## config.mk

```make
export PLATFORM = sky130hd
export DESIGN_NAME = postfix_stack_evaluator_top
export DESIGN_NICKNAME = d
export VERILOG_FILES = /design/src/sv/pse_pkg.sv /design/src/sv/postfix_stack_evaluator_top.sv /design/src/sv/pse_ram.sv /design/src/sv/pse_div.sv /design/src/sv/pse_ctrl.sv /design/src/sv/pse_datapath.sv
export SDC_FILE = /design/constraint.sdc
export NUM_CORES = 2
export LEC_CHECK = 0
export BUFFER_PORTS_ARGS = -buffer_cell sky130_fd_sc_hd__buf_4
export CAP_MARGIN = 25
export CORE_MARGIN = 4
export CORE_UTILIZATION = 45
export CTS_CLUSTER_DIAMETER = 120
export DETAILED_ROUTE_END_ITERATION = 10
export PLACE_DENSITY = 0.66
export SLEW_MARGIN = 20
export SYNTH_ARGS = -nofsm -noshare
export SYNTH_HDL_FRONTEND = slang
export SYNTH_HIERARCHICAL = 1
export SYNTH_SLANG_ARGS = --single-unit
```

## constraint.sdc

```tcl
create_clock -name clk -period 8.9 [get_ports clk]
set_input_delay 0.445 -clock clk [delete_from_list [all_inputs] [get_ports clk]]
set_output_delay 0.445 -clock clk [all_outputs]
set_load 0.02 [all_outputs]
```

## src/sv/pse_pkg.sv

```systemverilog
package pse_pkg;

    // Operand stack geometry.
    localparam int STACK_DEPTH = 16;
    localparam int CNT_W       = $clog2(STACK_DEPTH + 1);
    localparam int ADDR_W      = $clog2(STACK_DEPTH);
    localparam int DATA_W      = 32;
    localparam int OP_W        = 3;

    // Token codes. The remaining code is treated like a bad token.
    localparam logic [OP_W-1:0] OP_NUMBER = 3'd0;
    localparam logic [OP_W-1:0] OP_ADD    = 3'd1;
    localparam logic [OP_W-1:0] OP_SUB    = 3'd2;
    localparam logic [OP_W-1:0] OP_MUL    = 3'd3;
    localparam logic [OP_W-1:0] OP_DIV    = 3'd4;
    localparam logic [OP_W-1:0] OP_BAD    = 3'd5;
    localparam logic [OP_W-1:0] OP_END    = 3'd6;

    typedef struct packed {
        logic [OP_W-1:0]          op;
        logic signed [DATA_W-1:0] number;
    } in_item_t;

    typedef struct packed {
        logic signed [DATA_W-1:0] value;
        logic                     error;
    } out_item_t;

    typedef enum logic [1:0] {
        ST_IDLE,
        ST_EXEC,
        ST_DIV
    } state_t;

    // Commands from the controller to the datapath.
    typedef struct packed {
        logic            push;
        logic            finish;
        logic            set_err;
        logic            alu_wr;
        logic            div_start;
        logic            div_wr;
        logic [OP_W-1:0] alu_op;
    } ctrl_cmd_t;

    // Status from the datapath to the controller.
    typedef struct packed {
        logic full;
        logic few;
        logic err_seen;
        logic b_zero;
        logic div_done;
        logic out_busy;
    } dp_status_t;

endpackage

```

## src/sv/postfix_stack_evaluator_top.sv

```systemverilog
// A result appears on the result port in the cycle after its end token is accepted.
// Number, end, bad and ignored tokens need no extra controller state; add, subtract and
// multiply first read the stack RAM and then execute; divide runs the 32-step restoring
// divider, one quotient bit per cycle, unless the divisor is zero, which sets the error.
// Reset (rst_n, asynchronous, active low) clears the controller, the operand count, the
// error flag and the result valid; the stack RAM is not cleared and needs no clearing pass.
module postfix_stack_evaluator_top (
    input  logic                clk,
    input  logic                rst_n,
    input  logic                token_valid,
    output logic                token_stall,
    input  pse_pkg::in_item_t   token,
    output logic                result_valid,
    input  logic                result_stall,
    output pse_pkg::out_item_t  result
);

    import pse_pkg::*;

    // The controller decodes each token transaction and sequences multi-cycle operators,
    // while the datapath owns the stack, the ALU, the divider and the result register.
    // The two are joined only by the command and status structs below.
    ctrl_cmd_t  cmd;
    dp_status_t sts;

    // A token transaction is refused while an operator is executing, or while a finished
    // result still waits in the output register and the consumer is stalling it. Otherwise
    // new tokens keep flowing while the result register is occupied.
    pse_ctrl u_ctrl (
        .clk          (clk),
        .rst_n        (rst_n),
        .token_valid  (token_valid),
        .token_op     (token.op),
        .token_stall  (token_stall),
        .result_stall (result_stall),
        .sts          (sts),
        .cmd          (cmd)
    );

    // The top of stack is held in a register so that every operator needs only one RAM
    // read, for the operand below it. The result register holds the value and error flag
    // of the last end token until the result transaction completes.
    pse_datapath u_dp (
        .clk          (clk),
        .rst_n        (rst_n),
        .number       (token.number),
        .cmd          (cmd),
        .sts          (sts),
        .result_stall (result_stall),
        .result_valid (result_valid),
        .result       (result)
    );

endmodule

```

## src/sv/pse_ram.sv

```systemverilog
module pse_ram #(
    parameter int WIDTH = 32,
    parameter int DEPTH = 16
) (
    input  logic                     clk,
    input  logic                     we,
    input  logic [$clog2(DEPTH)-1:0] waddr,
    input  logic [WIDTH-1:0]         wdata,
    input  logic [$clog2(DEPTH)-1:0] raddr,
    output logic [WIDTH-1:0]         rdata
);

    logic [WIDTH-1:0] mem [DEPTH];

    always_ff @(posedge clk)
    begin
        if (we)
        begin
            mem[waddr] <= wdata;
        end
        rdata <= mem[raddr];
    end

endmodule

```

## src/sv/pse_div.sv

```systemverilog
module pse_div (
    input  logic                       clk,
    input  logic                       rst_n,
    input  logic                       start,
    input  logic [pse_pkg::DATA_W-1:0] dividend,
    input  logic [pse_pkg::DATA_W-1:0] divisor,
    output logic                       done,
    output logic [pse_pkg::DATA_W-1:0] quotient
);

    import pse_pkg::*;

    localparam int STEP_W = $clog2(DATA_W);

    logic              busy_reg;
    logic              done_reg;
    logic [STEP_W-1:0] step_reg;
    logic [DATA_W-1:0] rem_reg;
    logic [DATA_W-1:0] quo_reg;
    logic [DATA_W-1:0] den_reg;
    logic              neg_reg;

    logic [DATA_W-1:0] dividend_mag;
    logic [DATA_W-1:0] divisor_mag;
    logic [DATA_W:0]   trial;
    logic [DATA_W:0]   diff;

    // Magnitudes; the most negative value maps onto its own unsigned magnitude.
    assign dividend_mag = dividend[DATA_W-1] ? (~dividend + DATA_W'(1)) : dividend;
    assign divisor_mag  = divisor[DATA_W-1]  ? (~divisor + DATA_W'(1))  : divisor;

    // One restoring step: shift in the next dividend bit and try to subtract.
    assign trial = {rem_reg, quo_reg[DATA_W-1]};
    assign diff  = trial - {1'b0, den_reg};

    always_ff @(posedge clk or negedge rst_n)
    begin
        if (!rst_n)
        begin
            busy_reg <= 1'b0;
            done_reg <= 1'b0;
            step_reg <= '0;
        end
        else
        begin
            done_reg <= 1'b0;
            if (start)
            begin
                busy_reg <= 1'b1;
                step_reg <= '0;
            end
            else if (busy_reg)
            begin
                step_reg <= step_reg + STEP_W'(1);
                if (step_reg == STEP_W'(DATA_W - 1))
                begin
                    busy_reg <= 1'b0;
                    done_reg <= 1'b1;
                end
            end
        end
    end

    always_ff @(posedge clk)
    begin
        if (start)
        begin
            quo_reg <= dividend_mag;
            den_reg <= divisor_mag;
            rem_reg <= '0;
            neg_reg <= dividend[DATA_W-1] ^ divisor[DATA_W-1];
        end
        else if (busy_reg)
        begin
            if (!diff[DATA_W])
            begin
                rem_reg <= diff[DATA_W-1:0];
                quo_reg <= {quo_reg[DATA_W-2:0], 1'b1};
            end
            else
            begin
                rem_reg <= trial[DATA_W-1:0];
                quo_reg <= {quo_reg[DATA_W-2:0], 1'b0};
            end
        end
    end

    assign done     = done_reg;
    assign quotient = neg_reg ? (~quo_reg + DATA_W'(1)) : quo_reg;

endmodule

```

## src/sv/pse_ctrl.sv

```systemverilog
module pse_ctrl (
    input  logic                     clk,
    input  logic                     rst_n,
    input  logic                     token_valid,
    input  logic [pse_pkg::OP_W-1:0] token_op,
    output logic                     token_stall,
    input  logic                     result_stall,
    input  pse_pkg::dp_status_t      sts,
    output pse_pkg::ctrl_cmd_t       cmd
);

    import pse_pkg::*;

    state_t          state_reg;
    state_t          state_next;
    logic [OP_W-1:0] op_reg;
    logic            accept;

    always_ff @(posedge clk or negedge rst_n)
    begin
        if (!rst_n)
        begin
            state_reg <= ST_IDLE;
        end
        else
        begin
            state_reg <= state_next;
        end
    end

    always_ff @(posedge clk)
    begin
        if (accept)
        begin
            op_reg <= token_op;
        end
    end

    always_comb
    begin
        state_next  = state_reg;
        cmd         = '0;
        cmd.alu_op  = op_reg;
        token_stall = (state_reg != ST_IDLE) || (sts.out_busy && result_stall);
        accept      = token_valid && !token_stall;
        case (state_reg)
            ST_IDLE:
            begin
                if (accept)
                begin
                    if (token_op == OP_END)
                    begin
                        cmd.finish = 1'b1;
                    end
                    else if (!sts.err_seen)
                    begin
                        case (token_op) inside
                            OP_NUMBER:
                            begin
                                if (sts.full)
                                begin
                                    cmd.set_err = 1'b1;
                                end
                                else
                                begin
                                    cmd.push = 1'b1;
                                end
                            end
                            [OP_ADD:OP_DIV]:
                            begin
                                if (sts.few)
                                begin
                                    cmd.set_err = 1'b1;
                                end
                                else
                                begin
                                    state_next = ST_EXEC;
                                end
                            end
                            default:
                            begin
                                cmd.set_err = 1'b1;
                            end
                        endcase
                    end
                end
            end
            ST_EXEC:
            begin
                state_next = ST_IDLE;
                if (op_reg == OP_DIV)
                begin
                    if (sts.b_zero)
                    begin
                        cmd.set_err = 1'b1;
                    end
                    else
                    begin
                        cmd.div_start = 1'b1;
                        state_next    = ST_DIV;
                    end
                end
                else
                begin
                    cmd.alu_wr = 1'b1;
                end
            end
            ST_DIV:
            begin
                if (sts.div_done)
                begin
                    cmd.div_wr = 1'b1;
                    state_next = ST_IDLE;
                end
            end
            default:
            begin
                state_next = ST_IDLE;
            end
        endcase
    end

endmodule

```

## src/sv/pse_datapath.sv

```systemverilog
module pse_datapath (
    input  logic                       clk,
    input  logic                       rst_n,
    input  logic [pse_pkg::DATA_W-1:0] number,
    input  pse_pkg::ctrl_cmd_t         cmd,
    output pse_pkg::dp_status_t        sts,
    input  logic                       result_stall,
    output logic                       result_valid,
    output pse_pkg::out_item_t         result
);

    import pse_pkg::*;

    // The top of stack lives in tos_reg; the entries below it live in the RAM.
    logic [CNT_W-1:0]  count_reg;
    logic              err_reg;
    logic [DATA_W-1:0] tos_reg;
    logic              out_valid_reg;
    out_item_t         out_data_reg;

    logic [CNT_W-1:0]  cnt_m1;
    logic [CNT_W-1:0]  cnt_m2;
    logic [DATA_W-1:0] second;
    logic [DATA_W-1:0] alu_res;
    logic              div_done;
    logic [DATA_W-1:0] div_quo;

    assign cnt_m1 = count_reg - CNT_W'(1);
    assign cnt_m2 = count_reg - CNT_W'(2);

    pse_ram #(
        .WIDTH (DATA_W),
        .DEPTH (STACK_DEPTH)
    ) u_stack (
        .clk   (clk),
        .we    (cmd.push && (count_reg != '0)),
        .waddr (cnt_m1[ADDR_W-1:0]),
        .wdata (tos_reg),
        .raddr (cnt_m2[ADDR_W-1:0]),
        .rdata (second)
    );

    pse_div u_div (
        .clk      (clk),
        .rst_n    (rst_n),
        .start    (cmd.div_start),
        .dividend (second),
        .divisor  (tos_reg),
        .done     (div_done),
        .quotient (div_quo)
    );

    // Second-from-top op top.
    always_comb
    begin
        case (cmd.alu_op)
            OP_SUB:  alu_res = second - tos_reg;
            OP_MUL:  alu_res = second * tos_reg;
            default: alu_res = second + tos_reg;
        endcase
    end

    always_ff @(posedge clk or negedge rst_n)
    begin
        if (!rst_n)
        begin
            count_reg     <= '0;
            err_reg       <= 1'b0;
            out_valid_reg <= 1'b0;
        end
        else
        begin
            if (out_valid_reg && !result_stall)
            begin
                out_valid_reg <= 1'b0;
            end
            if (cmd.push)
            begin
                count_reg <= count_reg + CNT_W'(1);
            end
            if (cmd.alu_wr || cmd.div_wr)
            begin
                count_reg <= cnt_m1;
            end
            if (cmd.set_err)
            begin
                err_reg <= 1'b1;
            end
            if (cmd.finish)
            begin
                count_reg     <= '0;
                err_reg       <= 1'b0;
                out_valid_reg <= 1'b1;
            end
        end
    end

    always_ff @(posedge clk)
    begin
        if (cmd.push)
        begin
            tos_reg <= number;
        end
        else if (cmd.alu_wr)
        begin
            tos_reg <= alu_res;
        end
        else if (cmd.div_wr)
        begin
            tos_reg <= div_quo;
        end
        if (cmd.finish)
        begin
            if (err_reg || (count_reg != CNT_W'(1)))
            begin
                out_data_reg.value <= '0;
                out_data_reg.error <= 1'b1;
            end
            else
            begin
                out_data_reg.value <= tos_reg;
                out_data_reg.error <= 1'b0;
            end
        end
    end

    assign sts.full     = (count_reg == CNT_W'(STACK_DEPTH));
    assign sts.few      = (count_reg < CNT_W'(2));
    assign sts.err_seen = err_reg;
    assign sts.b_zero   = (tos_reg == '0);
    assign sts.div_done = div_done;
    assign sts.out_busy = out_valid_reg;

    assign result_valid = out_valid_reg;
    assign result       = out_data_reg;

    a_count_bound: assert property (@(posedge clk) disable iff (!rst_n)
        count_reg <= CNT_W'(STACK_DEPTH))
        else $error("operand count exceeds the stack depth");

    a_push_room: assert property (@(posedge clk) disable iff (!rst_n)
        cmd.push |-> (count_reg < CNT_W'(STACK_DEPTH)))
        else $error("push issued into a full stack");

    a_reduce_operands: assert property (@(posedge clk) disable iff (!rst_n)
        (cmd.alu_wr || cmd.div_wr) |-> (count_reg >= CNT_W'(2)))
        else $error("operator result written with fewer than two operands");

    a_finish_clears: assert property (@(posedge clk) disable iff (!rst_n)
        cmd.finish |=> (out_valid_reg && (count_reg == '0) && !err_reg))
        else $error("end transaction did not post a result and clear the stack");

endmodule

```

==> impl_metrics.xml <==
<?xml version="1.0" encoding="UTF-8"?>
<metrics>
  <group name="grt">
    <metric name="grt_pass1_vias" unit="">33323</metric>
    <metric name="maximum_number_of_pins_on_one_net_before_global_route_repair" unit="">99</metric>
    <metric name="grt_antenna_before_repair" unit="">6</metric>
    <metric name="grt_first_pass_wirelength" unit="um">207700</metric>
    <metric name="grt_remaining_overflow" unit="">0</metric>
    <metric name="grtUsageTotal" unit="%">23.50</metric>
  </group>
  <group name="cts">
    <metric name="clockRootBuffer" unit="">sky130_fd_sc_hd__clkbuf_16</metric>
    <metric name="cts_tree" unit="">done</metric>
    <metric name="cts.sinks" unit="">725</metric>
    <metric name="postCtsResizedCells" unit="">0</metric>
    <metric name="clkLatencyLatePin" unit="ns">0.66</metric>
    <metric name="cts_clk_pin_slew_worst_paths" unit="ns">0.06</metric>
    <metric name="cts_made_buffers" unit="">79</metric>
    <metric name="cts.path.max_buffers" unit="">3</metric>
    <metric name="clock_tree.htree_level_count" unit="">3</metric>
  </group>
  <group name="final_layout">
    <metric name="multi_input_area" unit="um2">25990</metric>
    <metric name="syn_to_final_growth" unit="%">10.72</metric>
    <metric name="nFillCells" unit="">9460</metric>
    <metric name="largest-register" unit="">u_dp/u_stack/mem</metric>
    <metric name="regArea" unit="um2">21050</metric>
    <metric name="largest_register_ffs" unit="">512</metric>
    <metric name="layout_common_cells" unit="">645 x sky130_fd_sc_hd__edfxtp_1, 498 x sky130_fd_sc_hd__inv_1, 410 x sky130_fd_sc_hd__nand2_1, 410 x sky130_fd_sc_hd__fa_1, 344 x sky130_fd_sc_hd__and2_1</metric>
    <metric name="drive_gt1_share" unit="%">12.07</metric>
    <metric name="leading_cell_type_in_the_layout_fill_and_taps_excluded" unit="">sky130_fd_sc_hd__edfxtp_1</metric>
    <metric name="final_net_count" unit="">4902</metric>
  </group>
  <group name="setup_path">
    <metric name="worst_path_dominant_cell_family" unit="">adder cells</metric>
    <metric name="crit-reg2reg-launch" unit="">u_dp/tos_reg[4]$_DFFE_PP_</metric>
    <metric name="cp.arrival" unit="ns">8.72</metric>
    <metric name="ff2ff_path_depth" unit="">23</metric>
    <metric name="reg_to_reg_slack_setup" unit="ns">0.69</metric>
    <metric name="critPathMaxFanout" unit="">17</metric>
    <metric name="worstPathCellList" unit="">buf_4 &gt; and2_1 &gt; fa_1 &gt; inv_1 &gt; fa_1 &gt; fa_1 &gt; fa_1 &gt; inv_1 &gt; fa_1 &gt; fa_1 &gt; fa_1 &gt; inv_1 &gt; fa_1 &gt; inv_1 &gt; ha_1 &gt; a21o_1 &gt; a21o_1 &gt; a21oi_1 &gt; nand3_1 &gt; a211oi_1 &gt; nor3_1 &gt; o311ai_1 &gt; o221a_2</metric>
    <metric name="cp-start-kind" unit="">flip-flop</metric>
    <metric name="kind_of_end_point_of_the_critical_path" unit="">flip-flop</metric>
    <metric name="path_common_cell" unit="">sky130_fd_sc_hd__fa_1</metric>
    <metric name="critical_path.max_stage_delay" unit="ns">0.98</metric>
    <metric name="worst-setup-path-type" unit="">reg -&gt; reg</metric>
    <metric name="worst_ep_required_time" unit="ns">9.41</metric>
    <metric name="number_of_logic_stages_on_the_critical_path_including_buffering" unit="">23</metric>
    <metric name="crit_slowest_cell" unit="">sky130_fd_sc_hd__edfxtp_1</metric>
    <metric name="timing.rr.end" unit="">u_dp/tos_reg[31]$_DFFE_PP_</metric>
    <metric name="crit_path_buffers_inverters" unit="">5</metric>
  </group>
  <group name="timing">
    <metric name="slew_headroom" unit="%">25.62</metric>
    <metric name="layout_min_cycle_time" unit="ns">8.212</metric>
    <metric name="finalHoldViolations" unit="">0</metric>
    <metric name="worst_hold_slack" unit="ns">0.04058</metric>
    <metric name="fin_tns_setup" unit="ns">0</metric>
    <metric name="tightestPinTransition" unit="ns">1.116</metric>
    <metric name="post-route-period-util" unit="%">92.27</metric>
    <metric name="grt_setup_unrepaired" unit="">false</metric>
    <metric name="slew_violations" unit="">0</metric>
    <metric name="finClkSkew" unit="ns">0.03146</metric>
    <metric name="report.final.setup_viol" unit="">0</metric>
    <metric name="fmax" unit="GHz">0.1218</metric>
  </group>
  <group name="logic_synthesis">
    <metric name="synth_cells" unit="">4193</metric>
    <metric name="synth_top_area_share" unit="%">39.01</metric>
    <metric name="synth_xor_xnor_area_share" unit="%">4.632</metric>
    <metric name="synth-compound-area-share" unit="%">7.558</metric>
    <metric name="synthDistinctLibCells" unit="">91</metric>
    <metric name="number_of_enable_type_register_cells_in_the_synthesized_netlist" unit="">645</metric>
    <metric name="synth_simple_gate_area_share" unit="%">11.58</metric>
    <metric name="post-synth-top-area-cell" unit="">sky130_fd_sc_hd__edfxtp_1</metric>
    <metric name="synthesis.yosys.warnings" unit="">6</metric>
    <metric name="syn_area" unit="um2">49650</metric>
    <metric name="synth_area_per_cell" unit="um2">11.84</metric>
    <metric name="fraction_of_registers_with_async_set_or_reset_after_synthesis" unit="%">2.207</metric>
    <metric name="postSynthRegisterBits" unit="">725</metric>
    <metric name="ys_seq_area_share" unit="%">42.40</metric>
    <metric name="synth_top_cells_by_area" unit="">sky130_fd_sc_hd__edfxtp_1 39%, sky130_fd_sc_hd__fa_1 17%, sky130_fd_sc_hd__mux4_2 5.8%, sky130_fd_sc_hd__ha_1 5.0%, sky130_fd_sc_hd__and2_1 4.3%</metric>
    <metric name="postSynth.topFlopCell" unit="">sky130_fd_sc_hd__edfxtp_1</metric>
    <metric name="dominant_combinational_cell_family_by_area_after_synthesis" unit="">adder cells</metric>
    <metric name="synth_nets" unit="">4842</metric>
    <metric name="synth.area.mux_share" unit="%">6.698</metric>
    <metric name="synth_fa_ha_area_share" unit="%">21.57</metric>
  </group>
  <group name="floorplanning">
    <metric name="fp-row-count" unit="">121</metric>
    <metric name="die_area" unit="um2">115700</metric>
    <metric name="die_w" unit="um">340.2</metric>
    <metric name="core_area" unit="um2">109200</metric>
    <metric name="start_util" unit="%">45.49</metric>
    <metric name="die_h" unit="um">340.2</metric>
    <metric name="num_io_pins" unit="">74</metric>
  </group>
  <group name="place">
    <metric name="detailedPlacementHpwl" unit="um">92450</metric>
    <metric name="portBuffers" unit="">73</metric>
    <metric name="place_congestion" unit="">0.9616</metric>
  </group>
  <group name="detailed_routing">
    <metric name="routed-via-count" unit="">32877</metric>
    <metric name="first_pass_iters" unit="">7</metric>
    <metric name="antenna_left" unit="">0</metric>
    <metric name="route.detailed.vias_per_inst" unit="">5.671</metric>
    <metric name="remaining_drc_errors" unit="">0</metric>
    <metric name="routedWlPerCell" unit="um">23.49</metric>
    <metric name="detailedRoute.firstIterationViolations" unit="">3240</metric>
    <metric name="routed_wirelength" unit="um">136200</metric>
  </group>
  <group name="min_path">
    <metric name="hp-start" unit="">result_stall</metric>
    <metric name="hold-path-cell-count" unit="">2</metric>
    <metric name="whs_endpoint" unit="">u_dp/result_valid$_DFFE_PN0P_</metric>
    <metric name="hold_class" unit="">in -&gt; reg</metric>
  </group>
  <group name="job">
    <metric name="maxCapViolations" unit="">0</metric>
  </group>
  <group name="run_status">
    <metric name="run_status" unit="">completed</metric>
  </group>
</metrics>
## per-stage QoR
stage	instance area [um2]	worst slack (ns)	utilization, %	instances
floorplan	49650	1.166	-	4193
global placement	52280	0.8845	47.89	5646
detailed placement	52280	0.8104	47.89	5646
CTS	54950	0.7763	50.34	5793
global route	54960	0.3167	50.35	5794
finish	54970	0.6876	50.36	5797
## worst register-to-register path, cell delays in order, from the launching register on
cell	delay (ns)
sky130_fd_sc_hd__edfxtp_1	0.98
sky130_fd_sc_hd__buf_4	0.30
sky130_fd_sc_hd__and2_1	0.15
sky130_fd_sc_hd__fa_1	0.40
sky130_fd_sc_hd__inv_1	0.07
sky130_fd_sc_hd__fa_1	0.45
sky130_fd_sc_hd__fa_1	0.58
sky130_fd_sc_hd__fa_1	0.53
sky130_fd_sc_hd__inv_1	0.06
sky130_fd_sc_hd__fa_1	0.52
sky130_fd_sc_hd__fa_1	0.44
sky130_fd_sc_hd__fa_1	0.55
sky130_fd_sc_hd__inv_1	0.05
sky130_fd_sc_hd__fa_1	0.54
sky130_fd_sc_hd__inv_1	0.05
sky130_fd_sc_hd__ha_1	0.35
sky130_fd_sc_hd__a21o_1	0.18
sky130_fd_sc_hd__a21o_1	0.17
sky130_fd_sc_hd__a21oi_1	0.15
sky130_fd_sc_hd__nand3_1	0.24
sky130_fd_sc_hd__a211oi_1	0.46
sky130_fd_sc_hd__nor3_1	0.10
sky130_fd_sc_hd__o311ai_1	0.45
sky130_fd_sc_hd__o221a_2	0.28
## synthesized netlist by cell type (18+ instances only)
cell	number
sky130_fd_sc_hd__nor3_1	34
sky130_fd_sc_hd__clkbuf_1	175
sky130_fd_sc_hd__mux2i_1	36
sky130_fd_sc_hd__buf_1	19
sky130_fd_sc_hd__a21o_1	33
sky130_fd_sc_hd__o21a_1	22
sky130_fd_sc_hd__nor2_1	171
sky130_fd_sc_hd__a211oi_1	32
sky130_fd_sc_hd__dfxtp_1	64
sky130_fd_sc_hd__and2_1	345
sky130_fd_sc_hd__o31ai_1	31
sky130_fd_sc_hd__a21oi_1	131
sky130_fd_sc_hd__o21ai_0	119
sky130_fd_sc_hd__nor2b_1	18
sky130_fd_sc_hd__nand2b_1	23
sky130_fd_sc_hd__fa_1	410
sky130_fd_sc_hd__nand2_1	410
sky130_fd_sc_hd__edfxtp_1	645
sky130_fd_sc_hd__ha_1	200
sky130_fd_sc_hd__a22oi_1	70
sky130_fd_sc_hd__xnor2_1	175
sky130_fd_sc_hd__mux4_2	128
sky130_fd_sc_hd__nand3_1	27
sky130_fd_sc_hd__xor2_1	85
sky130_fd_sc_hd__inv_1	499
## cell families after synthesis
group | after synthesis
AND/OR/NAND/NOR | 1142
flip-flops | 725
buffers and inverters | 719
adder cells (fa/ha/maj) | 610
AO/OA/AOI/OAI | 565
XOR/XNOR | 261
multiplexers | 171
## what timing repair did
item / CTS / global route
buffers inserted: 0 / 0
hold buffers: 1 / 0
endpoints found under the hold margin: 16 / 0
## cell type report
type	instances	area share, %
Multi-Input combinational cell	2749	47.29
Inverter	499	3.416
Tap cell	1476	3.360
Antenna cell	3	0.01366
Timing Repair Buffer	199	2.781
Sequential cell	725	38.30
Clock buffer	102	3.903
Clock inverter	44	0.9400
## routing by layer
| layer | global-route usage, % | wire, um |
|---|---|---|
| met5 | 0 | 0 |
| met4 | 6.629 | 4188 |
| met3 | 3.963 | 11360 |
| met2 | 38.04 | 63380 |
| met1 | 32.92 | 57240 |
## worst max-delay path by stage
stage | startpoint | end
after CTS | u_dp/tos_reg[8]$_DFFE_PP_ | u_dp/tos_reg[30]$_DFFE_PP_
after global routing | u_dp/tos_reg[5]$_DFFE_PP_ | u_dp/tos_reg[31]$_DFFE_PP_
after floorplan | u_dp/tos_reg[6]$_DFFE_PP_ | u_dp/tos_reg[30]$_DFFE_PP_
final | u_dp/tos_reg[4]$_DFFE_PP_ | u_dp/tos_reg[31]$_DFFE_PP_
after global placement | u_dp/tos_reg[8]$_DFFE_PP_ | u_dp/tos_reg[30]$_DFFE_PP_
after detailed placement | u_dp/tos_reg[5]$_DFFE_PP_ | u_dp/tos_reg[31]$_DFFE_PP_
Power is not shown: default switching activity piles up to over one toggle a cycle in this logic, so the estimate is an artifact.
